===== src/design/gtl_pkg.sv =====
// ============================================================================
// gtl_pkg
// Shared types, constants and the lunar year table for the Gregorian to
// lunar date converter.
// ============================================================================
package gtl_pkg;

    // Table span and first year of the table
    localparam int DEFINED_YEARS   = 100;
    localparam int TABLE_YEARS_DEF = 100;
    localparam int BASE_YEAR       = 1921;

    // Field widths
    localparam int YEAR_W  = 11;
    localparam int MONTH_W = 4;
    localparam int DAY_W   = 5;
    localparam int IDX_W   = 4;
    localparam int WORD_W  = 20;
    localparam int COUNT_W = 17;
    localparam int TIDX_W  = $clog2(DEFINED_YEARS);

    // Day count offset: new year of 1921 falls on day 39 of that year
    localparam int NY_OFFSET = 38;
    // Words at or above this value carry thirteen months
    localparam logic [WORD_W-1:0] LEAP_WORD_MIN = 20'd4095;

    // Stem and branch of the first table year: (1921 - 4) mod 10 and mod 12
    localparam logic [IDX_W-1:0] STEM_BASE   = 4'd7;
    localparam logic [IDX_W-1:0] BRANCH_BASE = 4'd9;
    localparam logic [IDX_W-1:0] STEM_LAST   = 4'd9;
    localparam logic [IDX_W-1:0] BRANCH_LAST = 4'd11;

    // Controller states
    typedef enum logic [1:0] {
        ST_IDLE,
        ST_FETCH,
        ST_WALK
    } t_state;

    // One word per lunar year: month length bits, first month highest,
    // leap month position in bits 19..16
    localparam logic [WORD_W-1:0] LUNAR_TABLE [DEFINED_YEARS] = '{
        20'd2635,   20'd333387, 20'd1701,   20'd1748,   20'd267701,
        20'd694,    20'd2391,   20'd133423, 20'd1175,   20'd396438,
        20'd3402,   20'd3749,   20'd331177, 20'd1453,   20'd694,
        20'd201326, 20'd2350,   20'd465197, 20'd3221,   20'd3402,
        20'd400202, 20'd2901,   20'd1386,   20'd267611, 20'd605,
        20'd2349,   20'd137515, 20'd2709,   20'd464533, 20'd1738,
        20'd2901,   20'd330421, 20'd1242,   20'd2651,   20'd199255,
        20'd1323,   20'd529706, 20'd3733,   20'd1706,   20'd398762,
        20'd2741,   20'd1206,   20'd267438, 20'd2647,   20'd1318,
        20'd204070, 20'd3477,   20'd461653, 20'd1386,   20'd2413,
        20'd330077, 20'd1197,   20'd2637,   20'd268877, 20'd3365,
        20'd531109, 20'd2900,   20'd2922,   20'd398042, 20'd2395,
        20'd1179,   20'd267415, 20'd2635,   20'd661067, 20'd1701,
        20'd1748,   20'd398772, 20'd2742,   20'd2391,   20'd330031,
        20'd1175,   20'd1611,   20'd200010, 20'd3749,   20'd527717,
        20'd1452,   20'd2742,   20'd332397, 20'd2350,   20'd3222,
        20'd268949, 20'd3402,   20'd3493,   20'd133973, 20'd1386,
        20'd464219, 20'd605,    20'd2349,   20'd334123, 20'd2709,
        20'd2890,   20'd267946, 20'd2773,   20'd592565, 20'd1210,
        20'd2651,   20'd395863, 20'd1323,   20'd2707,   20'd265877
    };

    // Days in the common year before the first of each month
    function automatic logic [8:0] days_before(input logic [MONTH_W-1:0] month);
        logic [8:0] d;
        unique case (month)
            4'd1:    d = 9'd0;
            4'd2:    d = 9'd31;
            4'd3:    d = 9'd59;
            4'd4:    d = 9'd90;
            4'd5:    d = 9'd120;
            4'd6:    d = 9'd151;
            4'd7:    d = 9'd181;
            4'd8:    d = 9'd212;
            4'd9:    d = 9'd243;
            4'd10:   d = 9'd273;
            4'd11:   d = 9'd304;
            4'd12:   d = 9'd334;
            default: d = 9'd0;
        endcase
        return d;
    endfunction

endpackage


===== src/design/gregorian_to_lunar_date.sv =====
// ============================================================================
// gregorian_to_lunar_date
// Converts a Gregorian date to the Chinese lunar date by walking a lunar
// year table held in a synchronous ROM, one month per cycle outside ROM fetches.
// ============================================================================
//
//  Channel   Handshake           Signals
//  --------  ------------------  -------------------------------------------
//  command   i_start & !o_busy   i_greg_year, i_greg_month, i_greg_day
//  result    o_done (1 cycle)    o_date_valid, o_lunar_year, o_lunar_month,
//                                o_is_leap_month, o_lunar_day, o_stem_index,
//                                o_branch_index
//
//  A date checked out as invalid at the command beat returns in the next cycle.
//  Otherwise the walk steps one lunar month at a time, with a fetch state to read
//  the ROM on entering each table year; its length is set by the single-month step
//  on the table ROM's one read port.
//  Reset is synchronous, active low, and clears the controller and o_done.
//  The receiver cannot stall: each result beat is on the ports for one cycle.
//
module gregorian_to_lunar_date #(
    parameter int TABLE_YEARS = gtl_pkg::TABLE_YEARS_DEF
) (
    input  logic                          i_clk,
    input  logic                          i_rst_n,
    input  logic                          i_start,
    output logic                          o_busy,
    input  logic [gtl_pkg::YEAR_W-1:0]    i_greg_year,
    input  logic [gtl_pkg::MONTH_W-1:0]   i_greg_month,
    input  logic [gtl_pkg::DAY_W-1:0]     i_greg_day,
    output logic                          o_done,
    output logic                          o_date_valid,
    output logic [gtl_pkg::YEAR_W-1:0]    o_lunar_year,
    output logic [gtl_pkg::MONTH_W-1:0]   o_lunar_month,
    output logic                          o_is_leap_month,
    output logic [gtl_pkg::DAY_W-1:0]     o_lunar_day,
    output logic [gtl_pkg::IDX_W-1:0]     o_stem_index,
    output logic [gtl_pkg::IDX_W-1:0]     o_branch_index
);
    import gtl_pkg::*;

    localparam int SPAN  = (TABLE_YEARS > DEFINED_YEARS) ? DEFINED_YEARS : TABLE_YEARS;
    localparam int ROW_W = (SPAN > 1) ? $clog2(SPAN) : 1;

    // Controller and walk state
    t_state                r_state, n_state;
    logic [ROW_W-1:0]      r_row, n_row;
    logic [MONTH_W-1:0]    r_mon, n_mon;
    logic [COUNT_W-1:0]    r_count, n_count;
    logic [IDX_W-1:0]      r_stem, n_stem;
    logic [IDX_W-1:0]      r_branch, n_branch;

    // Result registers
    logic                  r_done, n_done;
    logic                  r_valid, n_valid;
    logic [YEAR_W-1:0]     r_lyear, n_lyear;
    logic [MONTH_W-1:0]    r_lmonth, n_lmonth;
    logic                  r_leap, n_leap;
    logic [DAY_W-1:0]      r_lday, n_lday;
    logic [IDX_W-1:0]      r_ostem, n_ostem;
    logic [IDX_W-1:0]      r_obranch, n_obranch;

    // Table ROM output
    logic [WORD_W-1:0]     r_word;

    // Command decode and day count
    logic                  accept;
    logic                  in_ok;
    logic [6:0]            dyear;
    logic [COUNT_W-1:0]    day_sum;
    logic                  leap_fix;

    // Walk datapath
    logic                  word_leap;
    logic [MONTH_W-1:0]    top;
    logic [MONTH_W-1:0]    bit_idx;
    logic [5:0]            mon_len;
    logic                  found;
    logic [MONTH_W:0]      mon_num;
    logic [MONTH_W:0]      leap_pos;

    assign accept = i_start && (r_state == ST_IDLE);

    // Form the day count, day 1 being 1 January 1921
    assign in_ok    = (i_greg_year >= YEAR_W'(BASE_YEAR)) && (i_greg_month != '0)
                   && (i_greg_month <= MONTH_W'(12)) && (i_greg_day != '0);
    assign dyear    = 7'(i_greg_year - YEAR_W'(BASE_YEAR));
    assign leap_fix = (i_greg_year[1:0] == 2'b00) && (i_greg_month > MONTH_W'(2));
    assign day_sum  = COUNT_W'(dyear) * COUNT_W'(9'd365) + COUNT_W'(dyear[6:2])
                    + COUNT_W'(i_greg_day) + COUNT_W'(days_before(i_greg_month))
                    + COUNT_W'(leap_fix);

    // Read the table word of the current row
    always_ff @(posedge i_clk) begin
        r_word <= LUNAR_TABLE[TIDX_W'(r_row)];
    end

    // Decode the current month from the table word
    assign word_leap = (r_word >= LEAP_WORD_MIN);
    assign top       = word_leap ? MONTH_W'(12) : MONTH_W'(11);
    assign bit_idx   = top - r_mon;
    assign mon_len   = 6'd29 + 6'(r_word[5'(bit_idx)]);
    assign found     = (r_count <= COUNT_W'(mon_len));
    assign mon_num   = (MONTH_W+1)'(r_mon) + 5'd1;
    assign leap_pos  = (MONTH_W+1)'(r_word[19:16]) + 5'd1;

    // Next state and results
    always_comb begin
        n_state   = r_state;
        n_row     = r_row;
        n_mon     = r_mon;
        n_count   = r_count;
        n_stem    = r_stem;
        n_branch  = r_branch;
        n_done    = 1'b0;
        n_valid   = r_valid;
        n_lyear   = r_lyear;
        n_lmonth  = r_lmonth;
        n_leap    = r_leap;
        n_lday    = r_lday;
        n_ostem   = r_ostem;
        n_obranch = r_obranch;

        unique case (r_state)
            ST_IDLE: begin
                if (accept) begin
                    n_row    = '0;
                    n_mon    = '0;
                    n_stem   = STEM_BASE;
                    n_branch = BRANCH_BASE;
                    n_count  = day_sum - COUNT_W'(NY_OFFSET);
                    if (in_ok && (day_sum > COUNT_W'(NY_OFFSET))) begin
                        n_state = ST_FETCH;
                    end else begin
                        // Drop an out-of-range date at once
                        n_done    = 1'b1;
                        n_valid   = 1'b0;
                        n_lyear   = '0;
                        n_lmonth  = '0;
                        n_leap    = 1'b0;
                        n_lday    = '0;
                        n_ostem   = '0;
                        n_obranch = '0;
                    end
                end
            end
            ST_FETCH: begin
                // Wait out the ROM read latency
                n_state = ST_WALK;
            end
            ST_WALK: begin
                if (found) begin
                    n_state   = ST_IDLE;
                    n_done    = 1'b1;
                    n_valid   = 1'b1;
                    n_lyear   = YEAR_W'(BASE_YEAR) + YEAR_W'(r_row);
                    n_lday    = r_count[DAY_W-1:0];
                    n_ostem   = r_stem;
                    n_obranch = r_branch;
                    n_leap    = 1'b0;
                    n_lmonth  = mon_num[MONTH_W-1:0];
                    if (word_leap && (mon_num == leap_pos)) begin
                        n_leap   = 1'b1;
                        n_lmonth = r_mon;
                    end else if (word_leap && (mon_num > leap_pos)) begin
                        n_lmonth = r_mon;
                    end
                end else begin
                    n_count = r_count - COUNT_W'(mon_len);
                    if (r_mon == top) begin
                        if (r_row == ROW_W'(SPAN - 1)) begin
                            // Ran off the table end
                            n_state   = ST_IDLE;
                            n_done    = 1'b1;
                            n_valid   = 1'b0;
                            n_lyear   = '0;
                            n_lmonth  = '0;
                            n_leap    = 1'b0;
                            n_lday    = '0;
                            n_ostem   = '0;
                            n_obranch = '0;
                        end else begin
                            // Advance to the next table year
                            n_state  = ST_FETCH;
                            n_row    = r_row + ROW_W'(1);
                            n_mon    = '0;
                            n_stem   = (r_stem == STEM_LAST) ? '0 : r_stem + IDX_W'(1);
                            n_branch = (r_branch == BRANCH_LAST) ? '0 : r_branch + IDX_W'(1);
                        end
                    end else begin
                        n_mon = r_mon + MONTH_W'(1);
                    end
                end
            end
            default: begin
                n_state = ST_IDLE;
            end
        endcase
    end

    // State register
    always_ff @(posedge i_clk) begin
        if (!i_rst_n) begin
            r_state <= ST_IDLE;
            r_done  <= 1'b0;
        end else begin
            r_state <= n_state;
            r_done  <= n_done;
        end
    end

    // Walk and result payload
    always_ff @(posedge i_clk) begin
        r_row     <= n_row;
        r_mon     <= n_mon;
        r_count   <= n_count;
        r_stem    <= n_stem;
        r_branch  <= n_branch;
        r_valid   <= n_valid;
        r_lyear   <= n_lyear;
        r_lmonth  <= n_lmonth;
        r_leap    <= n_leap;
        r_lday    <= n_lday;
        r_ostem   <= n_ostem;
        r_obranch <= n_obranch;
    end

    assign o_busy          = (r_state != ST_IDLE);
    assign o_done          = r_done;
    assign o_date_valid    = r_valid;
    assign o_lunar_year    = r_lyear;
    assign o_lunar_month   = r_lmonth;
    assign o_is_leap_month = r_leap;
    assign o_lunar_day     = r_lday;
    assign o_stem_index    = r_ostem;
    assign o_branch_index  = r_obranch;

`ifndef ASSERT_OFF
    // A result beat only comes with the controller back in idle
    a_done_idle: assert property (@(posedge i_clk) disable iff (!i_rst_n)
        o_done |-> !o_busy)
        else $error("result beat while busy");

    // A command beat either starts a walk or answers at once
    a_accept_next: assert property (@(posedge i_clk) disable iff (!i_rst_n)
        (i_start && !o_busy) |=> (o_busy || o_done))
        else $error("command beat lost");

    // A valid result has a legal day and month
    a_valid_range: assert property (@(posedge i_clk) disable iff (!i_rst_n)
        (o_done && o_date_valid) |-> (o_lunar_day != '0) && (o_lunar_day <= 5'd30)
            && (o_lunar_month != '0) && (o_lunar_month <= 4'd12))
        else $error("valid result out of range");

    // An invalid result carries all-zero fields
    a_invalid_zero: assert property (@(posedge i_clk) disable iff (!i_rst_n)
        (o_done && !o_date_valid) |-> (o_lunar_year == '0) && (o_lunar_month == '0)
            && !o_is_leap_month && (o_lunar_day == '0) && (o_stem_index == '0)
            && (o_branch_index == '0))
        else $error("invalid result not cleared");

    // Stem and branch stay in range during the walk
    a_cycle_range: assert property (@(posedge i_clk) disable iff (!i_rst_n)
        o_busy |-> (r_stem <= STEM_LAST) && (r_branch <= BRANCH_LAST))
        else $error("stem or branch counter out of range");
`endif

endmodule


===== config.mk =====
export PLATFORM = sky130hd
export DESIGN_NAME = gregorian_to_lunar_date
export DESIGN_NICKNAME = d
export VERILOG_FILES = /design/src/design/gtl_pkg.sv /design/src/design/gregorian_to_lunar_date.sv
export SDC_FILE = /design/constraint.sdc
export NUM_CORES = 1
export LEC_CHECK = 0
export BUFFER_PORTS_ARGS = -buffer_cell sky130_fd_sc_hd__buf_2
export CELL_PAD_IN_SITES_DETAIL_PLACEMENT = 1
export CELL_PAD_IN_SITES_GLOBAL_PLACEMENT = 2
export CORE_MARGIN = 3
export CORE_UTILIZATION = 40
export CTS_CLUSTER_SIZE = 40
export DETAILED_ROUTE_END_ITERATION = 8
export PLACE_DENSITY = 0.82
export SYNTH_ARGS = -nofsm -noshare
export SYNTH_HDL_FRONTEND = slang
export SYNTH_SLANG_ARGS = --single-unit

===== constraint.sdc =====
create_clock -name i_clk -period 23.3 [get_ports i_clk]
set_input_delay 2.33 -clock i_clk [delete_from_list [all_inputs] [get_ports i_clk]]
set_output_delay 2.33 -clock i_clk [all_outputs]
set_load 0.05 [all_outputs]

Word level (Yosys, flattened, before mapping)

Memory sizes are Yosys's and may differ from the RTL's. A register that Yosys moved wholly into a read port is not among the register bits.
Index checks and enable logic that the tools add are counted.

$add $sub $neg: 16
Multipliers: 1
Div/mod/pow operators: 0
Magnitude comparators: 8
Equal/unequal tests: 16
Shift-type cells: 0
Multiplexer cells: 73
Bitwise operators: 1
Reductions and logical operators: 19

Operators with widths:

| operator                | number |
|---|---|
| $mux W4                 | 23 |
| $mux W11                | 5 |
| $pmux W4 S2             | 6 |
| $mux W17                | 2 |
| $pmux W17 S2            | 1 |
| $mux W7                 | 4 |
| $mux W5                 | 5 |
| $pmux W11 S2            | 1 |
| $ge A20 B12 Y1 const B  | 1 |
| $add A16 B5 Y17         | 1 |
| $add A17 B1 Y17         | 1 |
| $add A17 B5 Y17         | 1 |
| $add A17 B9 Y17         | 1 |
| $gt A17 B6 Y1 const B   | 1 |
| $le A17 B6 Y1           | 1 |
| $sub A17 B6 Y17         | 1 |
| $sub A17 B6 Y17 const B | 1 |
| $mul A7 B9 Y16 const B  | 1 |
| $mux W1                 | 14 |
| $pmux W7 S2             | 1 |
| $add A4 B1 Y4 const B   | 3 |
| $ge A11 B11 Y1 const B  | 1 |
| $add A4 B1 Y5 const B   | 2 |
| $ne A2 B2 Y1 const B    | 5 |
| other kinds (32)        | 51 |

Bits in registers: 69
Bits in latches: 0
Bits in writable memories: 0
ROM bits: 2704
Input port bits: 23
Output and inout bits: 32
Logic and storage cells: 150
Memories kept: 2

Memories:

| memory           | words | bits a word | rd ports | clocked after Yosys merged registers in | wr ports | line                          | text |
|---|---|---|---|---|---|---|---|
| (name not given) | 128   | 20          | 1        | 1                                       | 0        | gregorian_to_lunar_date.sv:95 | `r_word <= LUNAR_TABLE[TIDX_W'(r_row)];` |
| (name not given) | 16    | 9           | 1        | 0                                       | 0        | gtl_pkg.sv:68                 | `unique case (month)` |

Depth between registers and ports, before layout

Gate-level depths: netlist of the first run.

Word-level depth: 11
Depth in mapped cells: 22
Gate-level depth less buffers: 21

Least setup slack after synthesis of the first run

No wires, ideal clock.

Path kind: input -> register
Start point: in i_greg_year[3] (netlist bit)
End point: reg r_obranch[0], in the netlist o_branch_index[0] (enable)
Setup time: 0.416 ns
Arrival time: 8.683 ns
Required time: 22.884 ns
Setup slack: 14.200 ns
Cell stages on the path: 20
Path buffers: 2
Cells stage by stage: or4_1 or2_0 buf_2 xnor2_1 ha_1 inv_1 fa_1 inv_1 fa_1 fa_1 ha_1 ha_1 buf_4 a21o_1 or2_2 a2111oi_0 nor4bb_1 a21oi_1 nand4_2 o31ai_2

Longest elaborated chain between the ends: 10
Elaborated cells on any way between the ends: 14
Those cells by class: add/sub: 5; mul: 1; order compare: 2; eq/ne: 1; reduce/logical: 5

RTL lines:

| element                       | line                           | text |
|---|---|---|
| start, declared               | gregorian_to_lunar_date.sv:28  | `input logic [gtl_pkg::YEAR_W-1:0] i_greg_year,` |
| $sub A7 B1 Y7                 | gregorian_to_lunar_date.sv:87  | `assign dyear = 7'(i_greg_year - YEAR_W'(BASE_YEAR));` |
| $mul A7 B9 Y16                | gregorian_to_lunar_date.sv:89  | `assign day_sum = COUNT_W'(dyear) * COUNT_W'(9'd365) + COUNT_W'(dyear[6:2])` |
| $add A16 B5 Y17               | gregorian_to_lunar_date.sv:89  |  |
| $add A17 B5 Y17               | gregorian_to_lunar_date.sv:90  | `+ COUNT_W'(i_greg_day) + COUNT_W'(days_before(i_greg_month))` |
| $add A17 B9 Y17               | gregorian_to_lunar_date.sv:90  |  |
| $add A17 B1 Y17               | gregorian_to_lunar_date.sv:91  | `+ COUNT_W'(leap_fix);` |
| $gt A17 B6 Y1                 | gregorian_to_lunar_date.sv:132 | `if (in_ok && (day_sum > COUNT_W'(NY_OFFSET))) begin` |
| $logic_and A1 B1 Y1 *         | gregorian_to_lunar_date.sv:132 |  |
| $ne A2 B2 Y1 (no line) *      | --                             |  |
| $reduce_and A5 Y1 (no line) * | --                             |  |
| end signal, assigned          | gregorian_to_lunar_date.sv:225 | `r_obranch <= n_obranch;` |
| end, declared                 | gregorian_to_lunar_date.sv:61  | `logic [IDX_W-1:0] r_obranch, n_obranch;` |

Mark *: on every way between the ends. The rest lies on a longest branch, timed or not.
A chain may end at the register's enable or synchronous reset.

Final worst setup path of the first run

Start point: in i_greg_year[3] (netlist bit)
End point: reg r_lmonth[0], in the netlist o_lunar_month[0] (enable)

Longest elaborated chain between the ends: 10
Elaborated cells on any way between the ends: 14
Those cells by class: add/sub: 5; mul: 1; order compare: 2; eq/ne: 1; reduce/logical: 5

RTL lines:

| element                       | line                           | text |
|---|---|---|
| $sub A7 B1 Y7                 | gregorian_to_lunar_date.sv:87  |  |
| $mul A7 B9 Y16                | gregorian_to_lunar_date.sv:89  |  |
| $add A16 B5 Y17               | gregorian_to_lunar_date.sv:89  |  |
| $add A17 B5 Y17               | gregorian_to_lunar_date.sv:90  |  |
| $add A17 B9 Y17               | gregorian_to_lunar_date.sv:90  |  |
| $add A17 B1 Y17               | gregorian_to_lunar_date.sv:91  |  |
| $gt A17 B6 Y1                 | gregorian_to_lunar_date.sv:132 |  |
| $logic_and A1 B1 Y1 *         | gregorian_to_lunar_date.sv:132 |  |
| $ne A2 B2 Y1 (no line) *      | --                             |  |
| $reduce_and A5 Y1 (no line) * | --                             |  |
| end signal, assigned          | gregorian_to_lunar_date.sv:221 | `r_lmonth <= n_lmonth;` |
| end, declared                 | gregorian_to_lunar_date.sv:57  | `logic [MONTH_W-1:0] r_lmonth, n_lmonth;` |

Marked as above.

==> results.md, run 1 <==
| Group | Metric | Value |
|:---|:---|:---|
| synth | Synth Warn # | 0 |
| power and ir drop | Power density relative to cell area | 135 nW/um^2 |
| grt | GRT met1 Usage | 31.9% |
| grt | Total global routing overflow | 0 |
| timing | Final critical-path setup slack | 14.61 ns |
| floorplan | I/O pin total | 55 |
| synth | Leading post-synthesis cells by cell area | sky130_fd_sc_hd__edfxtp_1 20%, sky130_fd_sc_hd__ha_1 14%, sky130_fd_sc_hd__fa_1 6.7%, sky130_fd_sc_hd__a21oi_1 4.6%, sky130_fd_sc_hd__dfxtp_1 4.2% |
| grt | Total routing resource utilization after global routing | 22.6% |
| synth | Commonest cells in the netlist | 104 x sky130_fd_sc_hd__ha_1, 100 x sky130_fd_sc_hd__nand2_1, 99 x sky130_fd_sc_hd__nor2_1 |
| timing | Max-slew violation count | 0 |
| cts | Clock buffer depth | 2 |
| cts | Buffers inserted by post-CTS timing repair | 0 |
| synth | Average footprint of a synthesized cell | 8.37 sq um |
| final layout | ANT cells | 0 |
| synth | Number of distinct library cells after synthesis | 77 |
| drt | Vias post-DR | 8529 |
| timing | Upper clock frequency limit | 115 MHz |
| placed design | Final GP Congestion | 0.874 |
| timing | Minimum period implied by the final worst setup slack | 8.69 ns |
| placed design | Post-Place Worst Slack | 14.25 ns |
| grt | Antenna violations before repair | 0 |
| grt | Met2 usage in global routing | 38.0% |
| worst setup path | Critical path cell sequence | buf_2 > or4_1 > or2_0 > xnor2_1 > ha_1 > inv_1 > fa_1 > inv_1 > fa_1 > fa_1 > ha_1 > ha_1 > a21o_1 > a21o_1 > a211oi_1 > o22ai_1 > and4b_1 > nand4_2 > o31ai_4 > buf_4 |
| placed design | Number of placed instances with taps included | 1459 |
| final layout | Sequential cell area | 2320 sq um |
| worst setup path | Critical path destination | o_lunar_month[0]$_SDFFCE_PN0P_ |
| synth | Area share of the largest cell type after synthesis | 20.0% |
| worst setup path | Highest fanout seen on the critical path | 28 |
| final layout | Number of filler cells placed in the layout | 2866 |
| synth | #FFs+latches synth | 84 |
| power and ir drop | Total power | 1.40 mW |
| grt | GR Util met3 | 2.41% |
| timing | RSZ-0062 raised after global routing | false |
| worst setup path | Endpoint of the most critical register-to-register path | r_stem[0]$_SDFFCE_PN1P_ |
| drt | Number of routed nets with antenna violations | 0 |
| timing | Final period util | 37.3% |
| drt | Average wire per cell in the routed design | 20.0 um |
| drt | Remaining routing DRC violations | 0 |
| cts | Clk_lat worst skew | 0.35 ns |
| min path | Class of the tightest hold or removal check | reg2reg |
| worst setup path | Arrival @ worst endpoint | 8.70 ns |
| worst setup path | Register-to-register setup slack | 17.76 ns |
| grt | Global-route wire length before repair | 47800 um |
| drt | 1st-pass router iterations | 6 |
| cts | Clock edge transition at the registers on the reported setup and hold paths | 0.07 ns |
| floorplan | Die Ht | 161 um |
| timing | Count of endpoints failing hold in the final timing report | 0 |
| placed design | PortBufs | 54 |
| grt | Most used routing layer | met2 |
| floorplan | Die area | 25900 sq um |
| synth | Gate count after technology mapping | 1148 |
| synth | Share of flip-flops with an asynchronous set or reset | 0% |
| final layout | Layout-stage area growth over the synthesis result | 7.76% |
| cts | H-Tree Depth | 3 |
| synth | Most frequently used flop master after synthesis | sky130_fd_sc_hd__edfxtp_1 |
| worst setup path | Worst setup path start | i_greg_year[3] |
| cts | CTS tree | done |
| timing | Post-route clock skew | 0.0103 ns |
| synth | Cell type with the largest total area after synthesis | sky130_fd_sc_hd__edfxtp_1 |
| timing | Final total negative setup slack | 0 ns |
| cts | CTS Hold Buffers Added | 0 |
| synth | Portion of the post-synthesis area used by sequential elements | 24.2% |
| cts | Inserted Clock Buffers | 9 |
| worst setup path | Max incr delay on CP | 0.55 ns |
| timing | Worst-Margin Slew | 1.08 ns |
| final layout | Count of nets after finishing | 1310 |
| placed design | Half-perimeter wire length of the detailed placement result | 21900 um |
| status | Outcome | completed |
| grt | Largest net degree at the start of global routing | 85 |
| worst setup path | Depth of the worst register-to-register path | 18 |
| final layout | Final instance area | 10400 sq um |
| timing | Final count of negative-setup-slack endpoints | 0 |
| synth | Most numerous cell in the Yosys netlist | sky130_fd_sc_hd__ha_1 |
| drt | Count of routing violations after the opening detailed-route iteration | 585 |
| final layout | Share of layout cells above drive strength 1 | 10.3% |
| worst setup path | Type of the worst setup path | in2reg |
| worst setup path | R2r startpoint | r_word[1]$_DFF_P_ |
| drt | Wirelength, routed | 29600 um |
| floorplan | Number of rows created at floorplan | 56 |
| final layout | Multi-input gate area | 6620 sq um |
| run | Max capacitance violation total | 0 |
| drt | Number of vias per cell after detailed routing | 5.78 |
| floorplan | Initial cell density of the core | 40.8% |
| synth | Nets in the synthesized netlist | 1307 |
| worst setup path | Slowest cell on crit path | sky130_fd_sc_hd__or4_1 |
| synth | EDFF count, synth | 64 |
| grt | Number of global-route vias before repair | 8728 |
| worst setup path | Critical path endpoint category | register |
| cts | Clock sink total | 84 |
| power and ir drop | Leak pwr | 4.43 nW |
| final layout | Non-filler cells in the finished layout | 1475 |
| timing | Max_slew headroom | 28.0% |
| floorplan | Core region area | 23500 sq um |
| power and ir drop | Peak supply drop | 0.0000775 V |
| cts | Clock Root Buffer | sky130_fd_sc_hd__clkbuf_16 |
| worst setup path | Required arrival time at the worst endpoint | 23.31 ns |
| synth | Netlist area before placement | 9610 sq um |
| worst setup path | Startpoint types | input pin |
| cts | CTS resizes | 0 |
| floorplan | Width of the die | 161 um |
| placed design | Dpl cell area | 10100 sq um |
metal layers:
layer  up-vias  wire [um]  share of wire, %
met5         -          0                 0
met4         0        465               1.6
met3        39       1260               4.3
met2       203      14000                47
met1      4161      13900                47
li1       4126          -                 -
flip-flops by register name (all words and copies together), names as in the netlist, 2 cells and up:
signal	cells
o_lunar_year	9
r_mon	4
o_lunar_day	5
r_branch	4
o_branch_index	4
r_word	17
o_stem_index	4
r_count	17
o_lunar_month	4
r_row	7
r_stem	4
r_state	2
report_power, final:
group	internal, mW	switching [mW]	total, mW
logic	0.396	0.622	1.02
registers	0.224	0.0212	0.245
clock network	0.0739	0.0645	0.138
total	0.694	0.707	1.40
layout make-up:
cell class	instances	share of cell area (%)
Clock buffer	9	2.17
Clock inverter	7	0.568
Inverter	96	3.48
Multi-Input combinational cell	892	63.9
Sequential cell	84	22.4
Tap cell	319	3.85
Timing Repair Buffer	68	3.62
worst max-delay path, delay by kind of cell:
kind	cells	cell delay (ns)
XOR/XNOR	1	0.55
AO/OA/AOI/OAI	5	1.18
buffers and inverters	4	0.66
adder cells (fa/ha/maj)	6	2.41
AND/OR/NAND/NOR	4	1.57
metrics by stage:
stage                     hold WS, ns  utilization [%]
after floorplan                 0.535                -
after detailed placement        0.577             42.8
after CTS                       0.594             44.0
after global placement          0.564             42.8
final                           0.588             44.0
after global routing            0.615             44.0
worst min-delay path by stage:
stage | start | endpoint | slack [ns] | cells after the start
3_5_place_dp | r_count[0]$_DFFE_PP_ | o_lunar_day[0]$_SDFFCE_PN0P_ | 0.58 | 2
2_1_floorplan | r_count[0]$_DFFE_PP_ | o_lunar_day[0]$_SDFFCE_PN0P_ | 0.53 | 2
5_1_grt | r_count[0]$_DFFE_PP_ | o_lunar_day[0]$_SDFFCE_PN0P_ | 0.61 | 2
6_report | r_count[0]$_DFFE_PP_ | o_lunar_day[0]$_SDFFCE_PN0P_ | 0.59 | 2
4_1_cts | r_count[0]$_DFFE_PP_ | o_lunar_day[0]$_SDFFCE_PN0P_ | 0.59 | 2
3_3_place_gp | r_count[0]$_DFFE_PP_ | o_lunar_day[0]$_SDFFCE_PN0P_ | 0.56 | 2
layout by cell type (no fill, tap or decap), types with 24 or more instances in the layout:
| cell | n |
|---|---|
| sky130_fd_sc_hd__xnor2_1 | 32 |
| sky130_fd_sc_hd__a21oi_1 | 88 |
| sky130_fd_sc_hd__nand2b_1 | 24 |
| sky130_fd_sc_hd__o21ai_0 | 65 |
| sky130_fd_sc_hd__nand3_1 | 24 |
| sky130_fd_sc_hd__buf_2 | 54 |
| sky130_fd_sc_hd__nand2_1 | 100 |
| sky130_fd_sc_hd__nor2_1 | 99 |
| sky130_fd_sc_hd__ha_1 | 104 |
| sky130_fd_sc_hd__inv_1 | 96 |
| sky130_fd_sc_hd__fa_1 | 32 |
| sky130_fd_sc_hd__edfxtp_1 | 64 |
cells by family (layout without fill, tap and decap cells):
logic type               count (synthesis)  in the layout  share of synthesized area [%]
AND/OR/NAND/NOR                        368            368                           18.9
AO/OA/AOI/OAI                          310            310                           21.3
buffers and inverters                  172            180                           7.12
adder cells (fa/ha/maj)                136            136                           20.2
flip-flops                              84             84                           24.2
XOR/XNOR                                53             53                           4.83
multiplexers                            25             25                           3.57
Power figures use the tool's default switching activity.
==> run 2: changes to the inputs <==
--- a/config.mk
+++ b/config.mk
@@ -9,10 +9,10 @@
 export CELL_PAD_IN_SITES_DETAIL_PLACEMENT = 1
 export CELL_PAD_IN_SITES_GLOBAL_PLACEMENT = 2
 export CORE_MARGIN = 3
-export CORE_UTILIZATION = 40
+export CORE_UTILIZATION = 35
 export CTS_CLUSTER_SIZE = 40
 export DETAILED_ROUTE_END_ITERATION = 8
-export PLACE_DENSITY = 0.82
+export PLACE_DENSITY = 0.76
 export SYNTH_ARGS = -nofsm -noshare
 export SYNTH_HDL_FRONTEND = slang
 export SYNTH_SLANG_ARGS = --single-unit
==> constraint.sdc (replaced) <==
create_clock -name i_clk -period 7.7 [get_ports i_clk]
set_input_delay 0.77 -clock i_clk [delete_from_list [all_inputs] [get_ports i_clk]]
set_output_delay 0.77 -clock i_clk [all_outputs]
set_load 0.05 [all_outputs]
==> run 2 against run 1 <==
Against the previous run: sequential cell count unchanged; non-clock buffer count grew 3; routed wire length is 1.6% lower; largest cell class unchanged; highest routed layer unchanged.
==> results.md, run 2 (synthesis gave the netlist of run 1 again) <==
| Group | Metric | Value | Change |
|:---|:---|:---|:---|
| final layout | Share of layout cells above drive strength 1 | 10.4% | +0.15 points |
| cts | CTS tree | done |  |
| cts | Clock Root Buffer | sky130_fd_sc_hd__clkbuf_16 |  |
| timing | Final period util | 91.4% |  |
| power and ir drop | Internal power | 2.13 mW | +210% |
| timing | Count of endpoints failing hold in the final timing report | 0 | unchanged |
| floorplan | Width of the die | 172 um | +6.6% |
| placed design | Half-perimeter wire length of the detailed placement result | 21900 um | about the same |
| worst setup path | Arrival @ worst endpoint | 7.07 ns | -1.63 ns |
| worst setup path | Endpoint of the most critical register-to-register path | r_count[9]$_DFFE_PP_ |  |
| power and ir drop | Leak pwr | 4.46 nW | +0.53% |
| drt | Number of routed nets with antenna violations | 0 | unchanged |
| cts | CTS Hold Buffers Added | 0 | unchanged |
| final layout | Core utilization of the finished layout | 38.7% | -5.3 points |
| timing | Max_slew headroom | 35.9% | +8.0 points |
| timing | Final count of negative-setup-slack endpoints | 0 | unchanged |
| run | Max capacitance violation total | 0 | unchanged |
| timing | Minimum period implied by the final worst setup slack | 7.04 ns |  |
| worst setup path | R2r startpoint | r_word[5]$_DFF_P_ |  |
| final layout | Number of filler cells placed in the layout | 3286 | +15% |
| final layout | Most frequent standard cell in the layout excluding fill and tap cells | sky130_fd_sc_hd__ha_1 |  |
| placed design | Final GP Congestion | 0.856 | -2.0% |
| power and ir drop | Switching portion of total power | 49.7% | -0.79 points |
| min path | Class of the tightest hold or removal check | reg2reg |  |
| drt | 1st-pass router iterations | 5 | -1 |
| worst setup path | Register-to-register setup slack | 2.64 ns | -15.12 ns |
| final layout | Sequential cell area | 2320 sq um | unchanged |
| drt | Highest metal used | met4 |  |
| timing | RSZ-0062 raised after global routing | false |  |
| cts | Clock buffer depth | 2 | unchanged |
| worst setup path | Critical path cell sequence | buf_2 > inv_1 > ha_1 > nand2_1 > nor3_1 > xor2_1 > ha_1 > fa_1 > inv_1 > fa_1 > inv_1 > fa_1 > ha_1 > ha_1 > a21o_1 > or2_2 > a2111oi_0 > nor4bb_1 > a21oi_1 > nand4_2 > o31ai_4 > buf_12 |  |
| floorplan | Core region area | 27000 sq um | +14% |
| drt | Met1 routed wirelength after detailed routing | 14500 um | +4.4% |
| cts | Clock edge transition at the registers on the reported setup and hold paths | 0.07 ns | about the same |
| timing | Post-route clock skew | 0.0102 ns | -0.0000148 ns |
| drt | Met3 Routed Length | 1140 um | -9.6% |
| timing | Worst-Margin Slew | 0.937 ns | -0.144 ns |
| power and ir drop | Peak supply drop | 0.000241 V | +210% |
| worst setup path | Slowest cell on crit path | sky130_fd_sc_hd__a2111oi_0 |  |
| grt | Total routing resource utilization after global routing | 19.8% | -2.8 points |
| floorplan | Die area | 29500 sq um | +14% |
| timing | Final total negative setup slack | 0 ns | unchanged |
| cts | CTS resizes | 0 | unchanged |
| final layout | Multi-input gate area | 6620 sq um | unchanged |
| final layout | Final instance area | 10400 sq um | +0.77% |
| cts | Clock sink total | 84 | unchanged |
| drt | Count of routing violations after the opening detailed-route iteration | 506 | -14% |
| min path | Worst Hold Depth | 2 | unchanged |
| worst setup path | Type of the worst setup path | in2reg |  |
| cts | Buffers inserted by post-CTS timing repair | 0 | unchanged |
| cts | H-Tree Depth | 3 | unchanged |
| power and ir drop | Psw | 2.11 mW | +200% |
| drt | Average wire per cell in the routed design | 19.4 um | -3.3% |
| timing | Max-slew violation count | 0 | unchanged |
| power and ir drop | Clock network fraction of total power | 10.3% | +0.4 points |
| worst setup path | Critical path destination | o_lunar_month[1]$_SDFFCE_PN0P_ |  |
| grt | Global-route wire length before repair | 46800 um | -1.9% |
| worst setup path | Required arrival time at the worst endpoint | 7.74 ns | -15.57 ns |
| worst setup path | Highest fanout seen on the critical path | 28 | unchanged |
| final layout | Most used cells in the layout excluding fill and tap cells | 104 x sky130_fd_sc_hd__ha_1, 100 x sky130_fd_sc_hd__nand2_1, 99 x sky130_fd_sc_hd__nor2_1, 96 x sky130_fd_sc_hd__inv_1, 88 x sky130_fd_sc_hd__a21oi_1 |  |
| status | Outcome | completed |  |
| grt | Largest net degree at the start of global routing | 91 | +7.1% |
| final layout | Layout-stage area growth over the synthesis result | 8.59% |  |
| worst setup path | Worst setup path start | i_greg_year[0] |  |
| power and ir drop | Proportion of power drawn by combinational gates | 72.2% | -0.4 points |
| grt | Number of global-route vias before repair | 8454 | -3.1% |
| final layout | Count of nets after finishing | 1313 | +0.23% |
| drt | Remaining routing DRC violations | 0 | unchanged |
| timing | Upper clock frequency limit | 142 MHz |  |
| drt | Vias post-DR | 8406 | -1.4% |
| floorplan | Die Ht | 172 um | +6.6% |
| grt | Total global routing overflow | 0 | unchanged |
| placed design | Dpl cell area | 10100 sq um | +0.62% |
| worst setup path | Max incr delay on CP | 0.65 ns | +0.10 ns |
| worst setup path | Startpoint types | input pin |  |
| placed design | PortBufs | 54 | unchanged |
| floorplan | Initial cell density of the core | 35.7% | -5.2 points |
| floorplan | I/O pin total | 55 | unchanged |
| drt | DR WL met2 | 13100 um | -6.2% |
| floorplan | Number of rows created at floorplan | 60 | +7.1% |
| grt | Antenna violations before repair | 0 | unchanged |
| worst setup path | Depth of the worst register-to-register path | 17 | -1 |
| cts | Clk_lat worst skew | 0.34 ns | about the same |
| power and ir drop | Relative contribution of sequential cells to total power | 17.5% | about the same |
| drt | Wirelength, routed | 29100 um | -1.6% |
| worst setup path | Most used cell, CP | sky130_fd_sc_hd__ha_1 |  |
| drt | Number of vias per cell after detailed routing | 5.60 | -3.1% |
| worst setup path | Critical path endpoint category | register |  |
| power and ir drop | Power density relative to cell area | 406 nW/um^2 | +200% |
| cts | Inserted Clock Buffers | 9 | unchanged |
| final layout | ANT cells | 0 | unchanged |
-- run 2: changes by cell type in the layout (fill, tap and decap cells not counted), sizes merged --
cell	delta
buf	+3
bufinv	+1
clkinv	+1
inv	-2
-- run 2: worst min-delay path by stage --
stage / start / to / slack (ns)
3_3_place_gp: r_count[0]$_DFFE_PP_ / o_lunar_day[0]$_SDFFCE_PN0P_ / 0.56
2_1_floorplan: r_count[0]$_DFFE_PP_ / o_lunar_day[0]$_SDFFCE_PN0P_ / 0.53
3_5_place_dp: r_count[0]$_DFFE_PP_ / o_lunar_day[0]$_SDFFCE_PN0P_ / 0.57
6_report: r_count[0]$_DFFE_PP_ / o_lunar_day[0]$_SDFFCE_PN0P_ / 0.59
5_1_grt: r_count[0]$_DFFE_PP_ / o_lunar_day[0]$_SDFFCE_PN0P_ / 0.61
4_1_cts: r_count[0]$_DFFE_PP_ / o_lunar_day[0]$_SDFFCE_PN0P_ / 0.59
-- run 2: through the flow --
stage,worst slack [ns],total power [mW],hold WS [ns],instances
floorplan,0.160,3.20,0.535,1148
global placement,0.502,3.77,0.555,1484
detailed placement,0.382,3.82,0.571,1484
CTS,0.724,4.28,0.592,1500
global route,0.168,4.70,0.608,1500
finish,0.661,4.24,0.585,1500
-- run 2: per-layer routing --
metal  vias up  track usage, %
li1       4138               -
met1      4057            29.4
met4         0            4.09
met2       188            31.5
met3        23            1.88
met5         -               0
-- run 2: power groups by stage --
stage	clock network [mW]	registers, mW	logic, mW
finish	0.436	0.741	3.06
global route	0.464	0.754	3.48
CTS	0.446	0.742	3.09
detailed placement	0	0.752	3.06
global placement	0	0.746	3.03
floorplan	0	0.794	2.41
-- run 2: cell type report --
cell class                      instances  area share (%)
Multi-Input combinational cell        892            63.4
Sequential cell                        84            22.2
Tap cell                              341            4.09
Timing Repair Buffer                   71            3.93
Inverter                               96            3.45
Clock buffer                            9            2.16
Clock inverter                          7           0.731
-- run 2: worst max-delay path: cells and delay by family --
family | cells | cell delay [ns]
and+or+nand+nor | 5 | 0.95
AOI/OAI and AO/OA | 4 | 1.46
adders and majority gates | 7 | 2.84
xor gates and xnor gates | 1 | 0.39
buffers and inverters | 5 | 0.65
==> run 3: changes to the inputs <==
--- a/config.mk
+++ b/config.mk
@@ -6,8 +6,10 @@
 export NUM_CORES = 1
 export LEC_CHECK = 0
 export BUFFER_PORTS_ARGS = -buffer_cell sky130_fd_sc_hd__buf_2
+export CAP_MARGIN = 40
 export CELL_PAD_IN_SITES_DETAIL_PLACEMENT = 1
 export CELL_PAD_IN_SITES_GLOBAL_PLACEMENT = 2
+export CORE_ASPECT_RATIO = 1.5
 export CORE_MARGIN = 3
 export CORE_UTILIZATION = 35
 export CTS_CLUSTER_SIZE = 40
==> constraint.sdc (replaced) <==
create_clock -name i_clk -period 7.7 [get_ports i_clk]
set_input_delay 0.385 -clock i_clk [delete_from_list [all_inputs] [get_ports i_clk]]
set_output_delay 0.385 -clock i_clk [all_outputs]
set_load 0.05 [all_outputs]
==> run 3 against run 2 <==
Against the previous run: power grew 2.8%; sequential cell count is the same; clock power grew 2%; largest cell class unchanged; clock skew is essentially flat; largest power group unchanged.
==> results.md, run 3 (synthesis gave the netlist of run 1 again) <==
| Group | Metric | Value | Change |
|:---|:---|:---|:---|
| final layout | Number of filler cells placed in the layout | 3197 | -2.7% |
| final layout | Non-filler cells in the finished layout | 1494 | -0.40% |
| timing | RSZ-0062 raised after global routing | false |  |
| worst setup path | Highest fanout seen on the critical path | 28 | unchanged |
| floorplan | Die Ht | 209 um | +22% |
| floorplan | Die area | 29500 sq um | +0.14% |
| final layout | ANT cells | 0 | unchanged |
| drt | 1st-pass router iterations | 5 | unchanged |
| floorplan | Width of the die | 141 um | -18% |
| cts | Clock buffer depth | 2 | unchanged |
| power and ir drop | Leak pwr | 4.44 nW | -0.29% |
| floorplan | Initial cell density of the core | 35.9% | +0.25 points |
| drt | Number of routed nets with antenna violations | 0 | unchanged |
| worst setup path | Type of the worst setup path | in2reg |  |
| placed design | Half-perimeter wire length of the detailed placement result | 24400 um | +11% |
| grt | Antenna violations before repair | 0 | unchanged |
| timing | Minimum period implied by the final worst setup slack | 6.63 ns | -0.404 ns |
| timing | Max-slew violation count | 0 | unchanged |
| floorplan | Number of rows created at floorplan | 73 | +22% |
| power and ir drop | Total power | 4.36 mW | +2.8% |
| timing | Final count of negative-setup-slack endpoints | 0 | unchanged |
| timing | Final period util | 86.2% | -5.3 points |
| worst setup path | Required arrival time at the worst endpoint | 7.75 ns | about the same |
| timing | Final critical-path setup slack | 1.07 ns | +0.404 ns |
| grt | Total routing resource utilization after global routing | 21.5% | +1.6 points |
| final layout | Most used cells in the layout excluding fill and tap cells | 104 x sky130_fd_sc_hd__ha_1, 100 x sky130_fd_sc_hd__nand2_1, 99 x sky130_fd_sc_hd__nor2_1, 96 x sky130_fd_sc_hd__inv_1, 88 x sky130_fd_sc_hd__a21oi_1 |  |
| grt | Global-route wire length before repair | 49900 um | +6.6% |
| floorplan | I/O pin total | 55 | unchanged |
| cts | H-Tree Depth | 3 | unchanged |
| cts | Inserted Clock Buffers | 9 | unchanged |
| timing | Count of endpoints failing hold in the final timing report | 0 | unchanged |
| timing | Worst-Margin Slew | 0.947 ns | +0.0103 ns |
| worst setup path | Startpoint types | input pin |  |
| timing | Max_slew headroom | 36.8% | +0.93 points |
| drt | Wirelength, routed | 31400 um | +7.9% |
| timing | Final worst hold slack | 0.310 ns | -0.276 ns |
| worst setup path | Critical path endpoint category | register |  |
| timing | Final total negative setup slack | 0 ns | unchanged |
| drt | Remaining routing DRC violations | 0 | unchanged |
| final layout | Layout-stage area growth over the synthesis result | 8.40% |  |
| final layout | Share of layout cells above drive strength 1 | 10.3% | -0.15 points |
| placed design | PortBufs | 54 | unchanged |
| cts | CTS Hold Buffers Added | 0 | unchanged |
| placed design | Dpl cell area | 10100 sq um | -0.20% |
| min path | Class of the tightest hold or removal check | in2reg |  |
| run | Max capacitance violation total | 0 | unchanged |
| status | Outcome | completed |  |
| grt | Number of global-route vias before repair | 9071 | +7.3% |
| cts | Clock Root Buffer | sky130_fd_sc_hd__clkbuf_16 |  |
| cts | Clock sink total | 84 | unchanged |
| grt | Total global routing overflow | 0 | unchanged |
| drt | Count of routing violations after the opening detailed-route iteration | 385 | -24% |
| final layout | Core utilization of the finished layout | 38.9% | +0.20 points |
| timing | Post-route clock skew | 0.0107 ns | +0.000488 ns |
| drt | Average wire per cell in the routed design | 21.0 um | +8.3% |
| cts | CTS resizes | 0 | unchanged |
| drt | Number of vias per cell after detailed routing | 5.71 | +1.9% |
| floorplan | Core region area | 26800 sq um | -0.70% |
| worst setup path | Arrival @ worst endpoint | 6.69 ns | -0.38 ns |
| final layout | Most frequent standard cell in the layout excluding fill and tap cells | sky130_fd_sc_hd__ha_1 |  |
| placed design | Final GP Congestion | 0.925 | +8.0% |
| placed design | Number of placed instances with taps included | 1478 | -0.40% |
| cts | Clock edge transition at the registers on the reported setup and hold paths | 0.06 ns | about the same |
| timing | Upper clock frequency limit | 151 MHz | +6.1% |
| grt | Largest net degree at the start of global routing | 96 | +5.5% |
| final layout | Final instance area | 10400 sq um | -0.18% |
| final layout | Count of nets after finishing | 1311 | -0.15% |
| cts | Buffers inserted by post-CTS timing repair | 0 | unchanged |
| cts | CTS tree | done |  |
| power and ir drop | Peak supply drop | 0.000390 V | +61% |
| cts | Clk_lat worst skew | 0.35 ns | about the same |
| placed design | Post-Place Worst Slack | 0.616 ns | +0.234 ns |
| power and ir drop | Power density relative to cell area | 418 nW/um^2 | +3.0% |
| drt | Vias post-DR | 8531 | +1.5% |
==> run 3: area by class of cell <==
type | count | area (sq um) | share of cell area, %
multi-input cells | 892 | 6620 | 63.5
repair buffers | 69 | 395 | 3.79
clock inverters | 6 | 73.8 | 0.709
clock buffers | 10 | 229 | 2.20
inverters | 96 | 360 | 3.46
flip-flops and latches | 84 | 2320 | 22.3
well taps | 337 | 422 | 4.05
==> run 3: where the power goes <==
part	total [mW]	leakage [nW]	internal, mW	switching, mW
registers	0.747	0.801	0.678	0.0698
logic	3.17	3.50	1.21	1.96
clock network	0.444	0.141	0.255	0.189
total	4.36	4.44	2.14	2.21
==> run 3: path summary, 6_finish.rpt <==
check / start / to / slack [ns] / cells past startpoint
max: i_greg_year[3] / o_branch_index[2]$_SDFFCE_PN0P_ / 1.07 / 21
max reg2reg: r_word[16]$_DFF_P_ / r_count[4]$_DFFE_PP_ / 2.55 / 17
min: i_rst_n / r_state[1]$_SDFFE_PN0P_ / 0.31 / 2
min reg2reg: r_count[0]$_DFFE_PP_ / o_lunar_day[0]$_SDFFCE_PN0P_ / 0.58 / 2
==> run 3: critical path, stage by stage <==
cell and delay [ns]:
sky130_fd_sc_hd__buf_2 0.11, sky130_fd_sc_hd__or4_1 0.57, sky130_fd_sc_hd__or2_0 0.38, sky130_fd_sc_hd__xnor2_1 0.19, sky130_fd_sc_hd__buf_4 0.17, sky130_fd_sc_hd__ha_1 0.31, sky130_fd_sc_hd__inv_1 0.06, sky130_fd_sc_hd__fa_1 0.50
sky130_fd_sc_hd__inv_1 0.06, sky130_fd_sc_hd__fa_1 0.50, sky130_fd_sc_hd__fa_1 0.51, sky130_fd_sc_hd__ha_1 0.31, sky130_fd_sc_hd__ha_1 0.45, sky130_fd_sc_hd__nand4_1 0.26, sky130_fd_sc_hd__nor3_1 0.35, sky130_fd_sc_hd__o2111ai_1 0.17
sky130_fd_sc_hd__o211ai_1 0.23, sky130_fd_sc_hd__and4b_1 0.43, sky130_fd_sc_hd__nand4_2 0.21, sky130_fd_sc_hd__o31ai_4 0.26, sky130_fd_sc_hd__buf_12 0.24
==> run 3: layer usage <==
layer  GRT usage, %  share of wire, %
met1           23.0                38
met2           40.2                54
met3           2.27               2.2
met4           12.2               5.7
met5              0                 0
